## src/smps_pkg.sv

```systemverilog
// ----------------------------------------------------------------------------
// smps_pkg
// Shared types and constants of the score map peak suppression core.
// ----------------------------------------------------------------------------
package smps_pkg;

    localparam int FIELD_W = 12;
    localparam int POS_W   = 13;
    localparam int SCORE_W = 16;
    localparam int APB_AW  = 4;
    localparam int APB_DW  = 32;

    localparam logic [1:0] REG_THRESHOLD = 2'd0;
    localparam logic [1:0] REG_MIN_DIST  = 2'd1;
    localparam logic [1:0] REG_OFFSET_X  = 2'd2;
    localparam logic [1:0] REG_OFFSET_Y  = 2'd3;

    localparam logic signed [SCORE_W-1:0] THRESHOLD_RST = 16'sd26214;
    localparam logic [FIELD_W-1:0]        MIN_DIST_RST  = 12'd8;

    typedef struct packed {
        logic [POS_W-1:0]          x;
        logic [POS_W-1:0]          y;
        logic signed [SCORE_W-1:0] score;
    } t_peak;

    typedef enum logic [1:0] {
        S_IDLE,
        S_SEARCH,
        S_EMIT
    } t_state;

endpackage

```

## src/smps_in_if.sv

```systemverilog
// ----------------------------------------------------------------------------
// smps_in_if
// Score input channel: valid/ready handshake with one score map sample.
// ----------------------------------------------------------------------------
interface smps_in_if;
    import smps_pkg::*;

    logic                      valid;
    logic                      ready;
    logic [FIELD_W-1:0]        col;
    logic [FIELD_W-1:0]        row;
    logic signed [SCORE_W-1:0] score;
    logic                      first_item;
    logic                      last_item;

    modport source (output valid, col, row, score, first_item, last_item, input ready);
    modport sink   (input valid, col, row, score, first_item, last_item, output ready);
endinterface

```

## src/smps_out_if.sv

```systemverilog
// ----------------------------------------------------------------------------
// smps_out_if
// Peak output channel: valid/ready handshake with one stored peak.
// ----------------------------------------------------------------------------
interface smps_out_if;
    import smps_pkg::*;

    logic                      valid;
    logic                      ready;
    logic [POS_W-1:0]          peak_x;
    logic [POS_W-1:0]          peak_y;
    logic signed [SCORE_W-1:0] peak_score;
    logic                      last_peak;
    logic                      list_empty;
    logic                      overflowed;

    modport source (output valid, peak_x, peak_y, peak_score, last_peak, list_empty,
                    overflowed, input ready);
    modport sink   (input valid, peak_x, peak_y, peak_score, last_peak, list_empty,
                    overflowed, output ready);
endinterface

```

## src/score_map_peak_suppression_core.sv

```systemverilog
// ----------------------------------------------------------------------------
// score_map_peak_suppression_core
// Greedy non-maximum suppression of template match scores with a peak table.
// ----------------------------------------------------------------------------
//  channel  | dir | handshake            | transaction
//  i_in     | in  | valid / ready        | col, row, score, first_item, last_item
//  o_out    | out | valid / ready        | peak_x, peak_y, peak_score, flags
//  apb      | in  | psel/penable/pwrite  | threshold, min distance, offsets
//
//  A below-threshold score is not stored. A match searches the table, which has
//  one read port; one stored peak is compared per cycle, newest first, stopping
//  at the first near peak.
//  A last_item then emits every stored peak (or one empty-list marker) and can stall on the output.
//  Reset clears control state and the APB registers; data registers and table contents stay undefined.
//  The output register lets the final peak wait while the next score is accepted.
// ----------------------------------------------------------------------------
module score_map_peak_suppression_core #(
    parameter int MAX_PEAKS  = 64,
    parameter int COORD_BITS = 12
) (
    input  logic                              i_clk,
    input  logic                              i_rst_n,
    smps_in_if.sink                           i_in,
    smps_out_if.source                        o_out,
    input  logic                              psel,
    input  logic                              penable,
    input  logic                              pwrite,
    input  logic [smps_pkg::APB_AW-1:0]       paddr,
    input  logic [smps_pkg::APB_DW-1:0]       pwdata,
    output logic [smps_pkg::APB_DW-1:0]       prdata,
    output logic                              pready
);
    import smps_pkg::*;

    localparam int CW = $clog2(MAX_PEAKS + 1);
    localparam int AW = (MAX_PEAKS > 1) ? $clog2(MAX_PEAKS) : 1;
    localparam int CB = (COORD_BITS < FIELD_W) ? COORD_BITS : FIELD_W;
    localparam logic [FIELD_W-1:0] CMASK = FIELD_W'((1 << CB) - 1);
    localparam logic [CW-1:0]      CNT_MAX = CW'(MAX_PEAKS);

    t_state                    r_state, n_state;
    logic [CW-1:0]             r_count, n_count;
    logic                      r_ovf, n_ovf;
    logic [CW-1:0]             r_idx, n_idx;
    logic [AW-1:0]             r_cmp_idx, n_cmp_idx;
    logic                      r_pend, n_pend;
    logic [POS_W-1:0]          r_px, n_px;
    logic [POS_W-1:0]          r_py, n_py;
    logic signed [SCORE_W-1:0] r_score, n_score;
    logic                      r_last, n_last;

    logic signed [SCORE_W-1:0] r_thresh;
    logic [FIELD_W-1:0]        r_min_dist;
    logic [FIELD_W-1:0]        r_off_x;
    logic [FIELD_W-1:0]        r_off_y;

    t_peak                     r_mem [MAX_PEAKS];
    t_peak                     r_mem_q;

    logic                      r_ovalid, n_ovalid;
    t_peak                     r_opeak, n_opeak;
    logic                      r_olast, n_olast;
    logic                      r_oempty, n_oempty;
    logic                      r_oovf, n_oovf;

    logic                      rd_en;
    logic [AW-1:0]             rd_addr;
    logic                      wr_en;
    logic [AW-1:0]             wr_addr;
    t_peak                     wr_data;

    logic                      in_acc;
    logic                      cfg_wr;
    logic                      out_free;
    logic                      near;
    logic [POS_W-1:0]          dx;
    logic [POS_W-1:0]          dy;
    logic [CW-1:0]             base_cnt;
    logic [CW-1:0]             idx_dec;
    logic [CW-1:0]             cnt_dec;

    assign i_in.ready = (r_state == S_IDLE);
    assign in_acc     = i_in.valid && i_in.ready;
    assign cfg_wr     = psel && penable && pwrite;
    assign pready     = 1'b1;
    assign out_free   = !r_ovalid || o_out.ready;

    assign o_out.valid      = r_ovalid;
    assign o_out.peak_x     = r_opeak.x;
    assign o_out.peak_y     = r_opeak.y;
    assign o_out.peak_score = r_opeak.score;
    assign o_out.last_peak  = r_olast;
    assign o_out.list_empty = r_oempty;
    assign o_out.overflowed = r_oovf;

    always_comb begin
        case (paddr[3:2])
            REG_THRESHOLD: prdata = APB_DW'(signed'(r_thresh));
            REG_MIN_DIST:  prdata = APB_DW'(r_min_dist);
            REG_OFFSET_X:  prdata = APB_DW'(r_off_x);
            REG_OFFSET_Y:  prdata = APB_DW'(r_off_y);
            default:       prdata = '0;
        endcase
    end

    always_ff @(posedge i_clk) begin
        if (!i_rst_n) begin
            r_thresh   <= THRESHOLD_RST;
            r_min_dist <= MIN_DIST_RST;
            r_off_x    <= '0;
            r_off_y    <= '0;
        end else if (cfg_wr) begin
            case (paddr[3:2])
                REG_THRESHOLD: r_thresh   <= pwdata[SCORE_W-1:0];
                REG_MIN_DIST:  r_min_dist <= pwdata[FIELD_W-1:0];
                REG_OFFSET_X:  r_off_x    <= pwdata[FIELD_W-1:0];
                REG_OFFSET_Y:  r_off_y    <= pwdata[FIELD_W-1:0];
                default:       r_off_y    <= r_off_y;
            endcase
        end
    end

    always_ff @(posedge i_clk) begin
        if (wr_en) begin
            r_mem[wr_addr] <= wr_data;
        end
        if (rd_en) begin
            r_mem_q <= r_mem[rd_addr];
        end
    end

    assign dx      = (r_px > r_mem_q.x) ? r_px - r_mem_q.x : r_mem_q.x - r_px;
    assign dy      = (r_py > r_mem_q.y) ? r_py - r_mem_q.y : r_mem_q.y - r_py;
    assign near    = (dx < {1'b0, r_min_dist}) && (dy < {1'b0, r_min_dist});
    assign base_cnt = i_in.first_item ? '0 : r_count;
    assign idx_dec = r_idx - CW'(1);
    assign cnt_dec = r_count - CW'(1);
    assign wr_data = '{x: r_px, y: r_py, score: r_score};

    always_comb begin
        n_state   = r_state;
        n_count   = r_count;
        n_ovf     = r_ovf;
        n_idx     = r_idx;
        n_cmp_idx = r_cmp_idx;
        n_pend    = r_pend;
        n_px      = r_px;
        n_py      = r_py;
        n_score   = r_score;
        n_last    = r_last;
        n_ovalid  = r_ovalid && !o_out.ready;
        n_opeak   = r_opeak;
        n_olast   = r_olast;
        n_oempty  = r_oempty;
        n_oovf    = r_oovf;
        rd_en     = 1'b0;
        rd_addr   = '0;
        wr_en     = 1'b0;
        wr_addr   = '0;

        case (r_state)
            S_IDLE: begin
                if (in_acc) begin
                    n_count = base_cnt;
                    n_ovf   = i_in.first_item ? 1'b0 : r_ovf;
                    n_px    = POS_W'(i_in.col & CMASK) + POS_W'(r_off_x & CMASK);
                    n_py    = POS_W'(i_in.row & CMASK) + POS_W'(r_off_y & CMASK);
                    n_score = i_in.score;
                    n_last  = i_in.last_item;
                    n_pend  = 1'b0;
                    if (i_in.score >= r_thresh) begin
                        n_idx   = base_cnt;
                        n_state = S_SEARCH;
                    end else if (i_in.last_item) begin
                        n_idx   = '0;
                        n_state = S_EMIT;
                    end
                end
            end

            S_SEARCH: begin
                if (r_pend && near) begin
                    if (r_mem_q.score < r_score) begin
                        wr_en   = 1'b1;
                        wr_addr = r_cmp_idx;
                    end
                    n_pend  = 1'b0;
                    n_idx   = '0;
                    n_state = r_last ? S_EMIT : S_IDLE;
                end else if (r_idx != '0) begin
                    rd_en     = 1'b1;
                    rd_addr   = idx_dec[AW-1:0];
                    n_cmp_idx = idx_dec[AW-1:0];
                    n_idx     = idx_dec;
                    n_pend    = 1'b1;
                end else begin
                    if (r_count < CNT_MAX) begin
                        wr_en   = 1'b1;
                        wr_addr = r_count[AW-1:0];
                        n_count = r_count + CW'(1);
                    end else begin
                        n_ovf = 1'b1;
                    end
                    n_pend  = 1'b0;
                    n_idx   = '0;
                    n_state = r_last ? S_EMIT : S_IDLE;
                end
            end

            S_EMIT: begin
                if (r_count == '0) begin
                    if (out_free) begin
                        n_ovalid = 1'b1;
                        n_opeak  = '0;
                        n_olast  = 1'b1;
                        n_oempty = 1'b1;
                        n_oovf   = r_ovf;
                        n_state  = S_IDLE;
                    end
                end else begin
                    if (r_pend && out_free) begin
                        n_ovalid = 1'b1;
                        n_opeak  = r_mem_q;
                        n_olast  = (r_cmp_idx == cnt_dec[AW-1:0]);
                        n_oempty = 1'b0;
                        n_oovf   = r_ovf;
                        n_pend   = 1'b0;
                        if (r_cmp_idx == cnt_dec[AW-1:0]) begin
                            n_state = S_IDLE;
                        end
                    end
                    if ((!r_pend || out_free) && (r_idx < r_count)) begin
                        rd_en     = 1'b1;
                        rd_addr   = r_idx[AW-1:0];
                        n_cmp_idx = r_idx[AW-1:0];
                        n_idx     = r_idx + CW'(1);
                        n_pend    = 1'b1;
                    end
                end
            end

            default: begin
                n_state = S_IDLE;
            end
        endcase
    end

    always_ff @(posedge i_clk) begin
        if (!i_rst_n) begin
            r_state  <= S_IDLE;
            r_count  <= '0;
            r_ovf    <= 1'b0;
            r_idx    <= '0;
            r_pend   <= 1'b0;
            r_ovalid <= 1'b0;
        end else begin
            r_state  <= n_state;
            r_count  <= n_count;
            r_ovf    <= n_ovf;
            r_idx    <= n_idx;
            r_pend   <= n_pend;
            r_ovalid <= n_ovalid;
        end
    end

    always_ff @(posedge i_clk) begin
        r_cmp_idx <= n_cmp_idx;
        r_px      <= n_px;
        r_py      <= n_py;
        r_score   <= n_score;
        r_last    <= n_last;
        r_opeak   <= n_opeak;
        r_olast   <= n_olast;
        r_oempty  <= n_oempty;
        r_oovf    <= n_oovf;
    end

endmodule

```

## src/flat_wrapper.sv

```systemverilog
// flat-port wrapper written by rule: the top's interface ports become plain ports
module score_map_peak_suppression_core_flat import smps_pkg::*;
#(
    parameter int MAX_PEAKS  = 64,
    parameter int COORD_BITS = 12
)
  (i_clk, i_rst_n, psel, penable, pwrite, paddr, pwdata, prdata, pready, i_in_valid, i_in_col, i_in_row, i_in_score, i_in_first_item, i_in_last_item, i_in_ready, o_out_valid, o_out_peak_x, o_out_peak_y, o_out_peak_score, o_out_last_peak, o_out_list_empty, o_out_overflowed, o_out_ready);
  smps_in_if i_in_i ();
  smps_out_if o_out_i ();
  input  logic i_clk;
  input  logic i_rst_n;
  input  logic psel;
  input  logic penable;
  input  logic pwrite;
  input  logic [smps_pkg::APB_AW-1:0] paddr;
  input  logic [smps_pkg::APB_DW-1:0] pwdata;
  output logic [smps_pkg::APB_DW-1:0] prdata;
  output logic pready;
  input wire logic [$bits(i_in_i.valid)-1:0] i_in_valid;
  input wire logic [$bits(i_in_i.col)-1:0] i_in_col;
  input wire logic [$bits(i_in_i.row)-1:0] i_in_row;
  input wire logic [$bits(i_in_i.score)-1:0] i_in_score;
  input wire logic [$bits(i_in_i.first_item)-1:0] i_in_first_item;
  input wire logic [$bits(i_in_i.last_item)-1:0] i_in_last_item;
  output wire logic [$bits(i_in_i.ready)-1:0] i_in_ready;
  output wire logic [$bits(o_out_i.valid)-1:0] o_out_valid;
  output wire logic [$bits(o_out_i.peak_x)-1:0] o_out_peak_x;
  output wire logic [$bits(o_out_i.peak_y)-1:0] o_out_peak_y;
  output wire logic [$bits(o_out_i.peak_score)-1:0] o_out_peak_score;
  output wire logic [$bits(o_out_i.last_peak)-1:0] o_out_last_peak;
  output wire logic [$bits(o_out_i.list_empty)-1:0] o_out_list_empty;
  output wire logic [$bits(o_out_i.overflowed)-1:0] o_out_overflowed;
  input wire logic [$bits(o_out_i.ready)-1:0] o_out_ready;
  assign i_in_i.valid = i_in_valid;
  assign i_in_i.col = i_in_col;
  assign i_in_i.row = i_in_row;
  assign i_in_i.score = i_in_score;
  assign i_in_i.first_item = i_in_first_item;
  assign i_in_i.last_item = i_in_last_item;
  assign i_in_ready = i_in_i.ready;
  assign o_out_valid = o_out_i.valid;
  assign o_out_peak_x = o_out_i.peak_x;
  assign o_out_peak_y = o_out_i.peak_y;
  assign o_out_peak_score = o_out_i.peak_score;
  assign o_out_last_peak = o_out_i.last_peak;
  assign o_out_list_empty = o_out_i.list_empty;
  assign o_out_overflowed = o_out_i.overflowed;
  assign o_out_i.ready = o_out_ready;
  score_map_peak_suppression_core #(.MAX_PEAKS(MAX_PEAKS), .COORD_BITS(COORD_BITS)) u_core (.i_clk(i_clk), .i_rst_n(i_rst_n), .i_in(i_in_i), .o_out(o_out_i), .psel(psel), .penable(penable), .pwrite(pwrite), .paddr(paddr), .pwdata(pwdata), .prdata(prdata), .pready(pready));
endmodule
```

## config.mk

```make
export PLATFORM = sky130hd
export DESIGN_NAME = score_map_peak_suppression_core_flat
export DESIGN_NICKNAME = d
export VERILOG_FILES = /design/src/smps_pkg.sv /design/src/smps_in_if.sv /design/src/smps_out_if.sv /design/src/score_map_peak_suppression_core.sv /design/src/flat_wrapper.sv
export SDC_FILE = /design/constraint.sdc
export NUM_CORES = 2
export LEC_CHECK = 0
export ABC_CLOCK_PERIOD_IN_PS = 9000
export BUFFER_PORTS_ARGS = -buffer_cell sky130_fd_sc_hd__clkbuf_2
export CORE_ASPECT_RATIO = 0.5
export CORE_MARGIN = 1.5
export CORE_UTILIZATION = 41
export CTS_BUF_LIST = sky130_fd_sc_hd__clkbuf_8 sky130_fd_sc_hd__clkbuf_16
export DETAILED_ROUTE_END_ITERATION = 12
export PLACE_DENSITY = 0.55
export SETUP_SLACK_MARGIN = 0.15
export SLEW_MARGIN = 10
export SYNTH_ARGS = -nofsm -noshare
export SYNTH_HDL_FRONTEND = slang
export SYNTH_SLANG_ARGS = --single-unit
```

## constraint.sdc

```tcl
create_clock -name i_clk -period 9 [get_ports i_clk]
set_clock_uncertainty 0.05 [all_clocks]
set_input_delay 1.8 -clock i_clk [delete_from_list [all_inputs] [get_ports i_clk]]
set_output_delay 1.8 -clock i_clk [all_outputs]
set_load 0.02 [all_outputs]
```

Word-level counts from Yosys, hierarchy flattened
Memory sizes are Yosys's and may differ from the RTL's. A register that Yosys moved wholly into a read port is not among the register bits. Index checks and enable logic that the tools add are counted. W data, S select, Z words.

Register bits after elaboration: 165. Memory bits (writable): 2688. Input bits: 85. Output and inout bits: 80. Word-level logic and storage cells: 175. Memories kept: 1.

Memory list: u_core.r_mem (depth 64, width 42, read ports 1, clocked after Yosys merged registers in 1, write ports 1, line score_map_peak_suppression_core.sv:57) `t_peak r_mem [MAX_PEAKS];`.

$add $sub $neg: 10. Order comparisons: 8. Eq/ne operators: 22. Multiplexer cells: 80. Reductions and logical operators: 33.

Operators with widths (number): $pmux W32 S4 (1); $mux W42 (3); $mux W7 (12); $mux W6 (13); $sub A13 B13 Y13 (4); $mux W1 (31); $add A12 B12 Y13 (2); $gt A13 B13 Y1 (2); $lt A13 B12 Y1 (2); $mux W13 (2); $pmux W6 S2 (2); $pmux W7 S3 (1); $mux W2 (10); $ge A16 B16 Y1 (1); $lt A16 B16 Y1 (1); $reduce_and A5 Y1 (3); $add A7 B1 Y7 const B (2); $pmux W7 S2 (1); $ne A2 B2 Y1 const B (6); $reduce_and A6 Y1 (2); $reduce_and A2 Y1 (5); $ne A3 B1 Y1 const B (3); $logic_and A1 B1 Y1 (8); $ne A2 B1 Y1 const B (4); other kinds (21) (32).

Logic depth before layout (Yosys ltp)
Depth in word-level cells: 9. Depth in mapped cells: 36. Gate-level depth less buffers: 29.

Worst setup path before layout
Ideal clock, no wire load.

Kind: register -> register. Start: register u_core.r_py[10]. End: memory u_core.r_mem[10][0] in the netlist's numbering, enable pin. Setup time: 0.442 ns. Data arrival time: 8.391 ns. Required time: 8.508 ns. Setup slack: 0.118 ns. Cell stages (with the launch flop): 29. Cells stage by stage: edfxtp_1 -> ha_1 -> buf_2 -> a21o_1 -> a21oi_1 -> a31o_2 -> a21o_1 -> clkbuf_1 -> mux2i_1 -> a21boi_0 -> o21bai_1 -> a21boi_0 -> o21ai_0 -> nand2_1 -> nand2_1 -> a21oi_1 -> xnor2_1 -> ha_1 -> a22oi_1 -> nand3_1 -> o21ai_0 -> nand2_1 -> clkbuf_1 -> nor3_1 -> nor3_1 -> o21ai_0 -> clkbuf_1 -> o211ai_1 -> nor2_1.

Word-level cells in the longest chain between the ends: 9. Elaborated cells on any way between the ends: 13. Those cells by class: 2 x add/sub; 2 x order compare; 7 x mux; 2 x reduce/logical.

Ends and longest elaborated chain: from (decl) (line score_map_peak_suppression_core.sv:48) `logic [POS_W-1:0] r_py, n_py;`; from (signal assigned) (line score_map_peak_suppression_core.sv:269) `r_py <= n_py;`; $sub A13 B13 Y13 or $gt A13 B13 Y1 (tied branches) (line score_map_peak_suppression_core.sv:133) `assign dy = (r_py > r_mem_q.y) ? r_py - r_mem_q.y : r_mem_q.y - r_py;`; $mux W13 (*) (line score_map_peak_suppression_core.sv:133); $lt A13 B12 Y1 (*) (line score_map_peak_suppression_core.sv:134) `assign near = (dx < {1'b0, r_min_dist}) && (dy < {1'b0, r_min_dist});`; $logic_and A1 B1 Y1 (*) (line score_map_peak_suppression_core.sv:134); $logic_and A1 B1 Y1 (*) (line score_map_peak_suppression_core.sv:182) `if (r_pend && near) begin`; $mux W1 (line score_map_peak_suppression_core.sv:182); $mux W1 (line score_map_peak_suppression_core.sv:161) `case (r_state)`; $mux W1 (line score_map_peak_suppression_core.sv:124) `if (wr_en) begin`; $mux W1 (not written as such) (line score_map_peak_suppression_core.sv:125) `r_mem[wr_addr] <= wr_data;`; to (decl) (line score_map_peak_suppression_core.sv:57).

Every way passes the cells marked *; elsewhere a longest branch is shown, timed or not.

Worst setup path in the final report
Start: register u_core.r_mem_q[33] (netlist name). End: register u_core.r_mem_q[8] (netlist name).

Word-level cells in the longest chain between the ends: 7. Elaborated cells on any way between the ends: 11. Those cells by class: 2 x add/sub; 2 x order compare; 5 x mux; 2 x reduce/logical.

Ends and longest elaborated chain: $sub A13 B13 Y13 or $gt A13 B13 Y1 (tied branches) (line score_map_peak_suppression_core.sv:132) `assign dx = (r_px > r_mem_q.x) ? r_px - r_mem_q.x : r_mem_q.x - r_px;`; $mux W13 (*) (line score_map_peak_suppression_core.sv:132); $lt A13 B12 Y1 (*) (line score_map_peak_suppression_core.sv:134); $logic_and A1 B1 Y1 (*) (line score_map_peak_suppression_core.sv:134); $logic_and A1 B1 Y1 (*) (line score_map_peak_suppression_core.sv:182); $mux W6 or $mux W1 (tied branches) (line score_map_peak_suppression_core.sv:182); $pmux W6 S2 or $pmux W1 S2 (tied branches) (line score_map_peak_suppression_core.sv:161).

Marks and branches as above. A chain may end at the register's enable or synchronous reset.

==> impl_metrics.yaml <==
status:
  outcome: "completed"
power:
  combinationalPowerShare: 0.312
  p_sw_mw: 15.1
  swShare: 0.373
  p_clk_frac: 0.290
  p_int_mw: 25.4
  power_mw: 40.5
  leakage_nw: 48.2
  power_density_mw_per_mm2: 277
  ir_drop_mv: 0.487
  pwr-share-seq: 0.397
yosys:
  syn_area_mm2: 0.128
  synthFlopType: "edfxtp_1"
  postSynth.asyncResetShare: 0
  postSynthCellCount: 10500
  ys_ff_latch: 2895
  yosysTopAreaCellShare: 0.665
  ys_top_cells_by_area: "edfxtp_1, nand2_1, a21oi_1"
  synth_top_area_cell: "edfxtp_1"
  synth_seq_area_share: 0.676
  synth_fp_nets: 10700
  synth.distinct_cells: 93
  avgSynthCellArea_um2: 12.1
  yosys_warnings: 0
  synth-edff-count: 2824
die:
  initial_core_util: 0.413
  core-area_mm2: 0.309
  die_h_um: 397
  num_rows: 144
  ioPinCount: 165
  die_w_um: 792
  die_area_mm2: 0.315
critical_path:
  crit_type: "reg -> reg"
  cp-end-kind: "flop"
  critPathLaunch: "u_core.r_mem_q[33]"
  ff2ff_setup_slack_ns: 0.40
  r2r.worst_path.cells: 28
  path_max_fanout: 13
  arrival_ns: 9.13
  worstPathRequired_ns: 9.53
  slowest_delay_ns: 0.65
  cp-start-kind: "flop"
  cp-endpoint: "u_core.r_mem_q[8]"
  worstReg2RegStart: "u_core.r_mem_q[33]"
  cp_slowest_cell: "edfxtp_1"
  timing.rr.end: "u_core.r_mem_q[8]"
  cp_common_cell: "o21ai_0"
sta:
  fin_tns_setup_ns: 0
  whs_ns: 0.397
  setup_viol: 0
  drv_slew: 0
  tightestPinTransition_ns: 1.23
  min_period_ns: 8.60
  maxSlewHeadroom: 0.180
  rsz0062_at_grt: "true"
  finalWorstSetupSlack_ns: 0.401
  finalHoldViolCount: 0
  fin_crit_sh: 0.955
  fmax_mhz: 116
detailed_routing:
  via_count: 94400
  dr.pass1.iters: 6
  drt_iter0_markers: 15500
  drt.antenna.violating_nets: 0
  wl_um: 472000
  drc: 0
  vias_per_cell: 6.26
  routedWlPerCell_um: 31.3
grt:
  met1_usage: 0.429
  grt_max_degree: 162
  track_usage: 0.291
  overflow: 0
  grt_pass1_wl_um: 659000
  grtUsageMet3: 0.0789
  grt_busiest_layer: "met1"
  antenna_found_initial: 40
  gr-usage-met2: 0.422
  grt_pass1_vias: 87200
placed_design:
  globalplace.congestion: 0.887
  dp_slack_ns: 0.0775
  portBuffers: 145
  dpl_cell_area_mm2: 0.137
  post-dp-hpwl_um: 287000
layout:
  area_growth_pct: 14.6
  num-fill-cells: 27200
  layout_common_cells: "edfxtp_1, nand2_1, a21oi_1, nor2_1, o21ai_0"
  nNetsFinal: 10900
  multi_input_area_mm2: 0.0383
  seq_area_mm2: 0.0862
  drive_above_1_share: 0.122
  final_area_mm2: 0.146
  final_common_cell: "edfxtp_1"
cts:
  cts_buffers: 285
  clk_latency_ns: 0.87
  clk_path_buf_depth: 4
  cts_max_level: 5
  ctsHoldBuffers: 0
  clkTransAtPathRegs_ns: 0.07
  numClockSinks: 2895
  cts-root-buf: "clkbuf_16"
  cts_tree: "done"
job:
  max_cap_violations: 0
worst_hold_path:
  hp-class: "reg -> reg"
==> synthesized netlist by cell type, drive strengths merged (19+ instances only) <==
master and count:
mux2i 190, clkbuf 513, a221o 23, a31oi 126, a21boi 31, nand3 413, o22ai 197, nand4 54
dfxtp 71, or3 164, a2bb2oi 31, nand2b 25, a311oi 137, a21oi 841, o221ai 52, buf 303
nor2b 35, and3 36, o221a 20, and2 30, o21ai 687, a41o 20, o2111ai 42, a21o 50
nor2 893, o211ai 232, mux2 37, xnor2 36, o31ai 30, a22oi 27, o2bb2ai 23, a32oi 51
nor4 19, nand2 1489, edfxtp 2824, inv 155, nor3 146, a211oi 77, ha 142
==> per-stage QoR <==
step / utilization / instances
5_1_grt: 0.473 / 15100
6_report: 0.474 / 15100
3_3_place_gp: 0.443 / 14600
3_5_place_dp: 0.444 / 14600
4_1_cts: 0.472 / 15100
2_1_floorplan: - / 10500
==> flip-flops by register name, indices dropped and copies added (netlist names), 2 cells and up <==
| signal | cells |
|---|---|
| u_core.r_mem | 2688 |
| u_core.r_mem_q | 42 |
| u_core.o_out.peak_score | 16 |
| u_core.r_score | 16 |
| u_core.r_thresh | 16 |
| u_core.o_out.peak_x | 13 |
| u_core.o_out.peak_y | 13 |
| u_core.r_px | 13 |
| u_core.r_py | 13 |
| u_core.r_min_dist | 12 |
| u_core.r_off_x | 12 |
| u_core.r_off_y | 12 |
| u_core.r_count | 7 |
| u_core.r_idx | 7 |
| u_core.r_cmp_idx | 6 |
| u_core.r_state | 2 |
==> cell families after synthesis <==
family                   Yosys count  synth area share
other                              1         0.0000294
AND/OR/NAND/NOR                 3343             0.112
multiplexers                     239            0.0203
adder cells (fa/ha/maj)          148            0.0149
XOR/XNOR                          52           0.00357
AO/OA/AOI/OAI                   2852             0.142
flip-flops                      2895             0.676
buffers and inverters            973            0.0311
==> power groups by stage <==
stage	clock network [mW]	logic (mW)	registers (mW)
global route	12.3	13.1	16.1
finish	11.8	12.6	16.1
CTS	11.8	12.2	16.1
floorplan	0	6.05	16.7
detailed placement	0	12.1	16.4
global placement	0	12.0	16.4
==> worst min path at each step <==
stage | cells after the start | to | slack [ns] | from
after floorplan | 0 | u_core.o_out.overflowed | 0.36 | u_core.r_ovf
final | 0 | u_core.o_out.overflowed | 0.40 | u_core.r_ovf
after detailed placement | 0 | u_core.o_out.overflowed | 0.38 | u_core.r_ovf
after global placement | 0 | u_core.o_out.overflowed | 0.39 | u_core.r_ovf
after global routing | 0 | u_core.o_out.overflowed | 0.41 | u_core.r_ovf
after CTS | 0 | u_core.o_out.overflowed | 0.40 | u_core.r_ovf
==> worst max-delay path, delay by kind of cell (launching register included) <==
family	cells	cell delay (ns)
fa+ha+maj	2	0.85
compound gates	17	4.78
buf+inv	3	0.54
flops	1	0.65
simple gates	5	1.14
xor+xnor	1	0.21
==> what timing repair did <==
item / 4_1_cts / 5_1_grt
setup buffers: 0 / 18
endpoints found under the setup margin: 4 / 116
pin swaps: 0 / 3
cloned: 0 / 1
gates resized for setup: 3 / 30
==> layout make-up <==
type                    count  area share
inverters                 157     0.00408
clock inverters           205     0.00966
well taps                4161      0.0356
diodes                      9    0.000154
clock buffers             297      0.0509
repair buffers            730      0.0477
flip-flops and latches   2895       0.590
multi-input cells        6636       0.262
==> routing by layer <==
metal  vias up  share of wire  routed length (µm)
met1     47700           0.41              196000
met3       758           0.13               63000
li1      40200              -                   -
met5         -        0.00022                 106
met4        14          0.028               13300
met2      5786           0.42              200000
No activity file was read; power rests on OpenSTA's default activity.
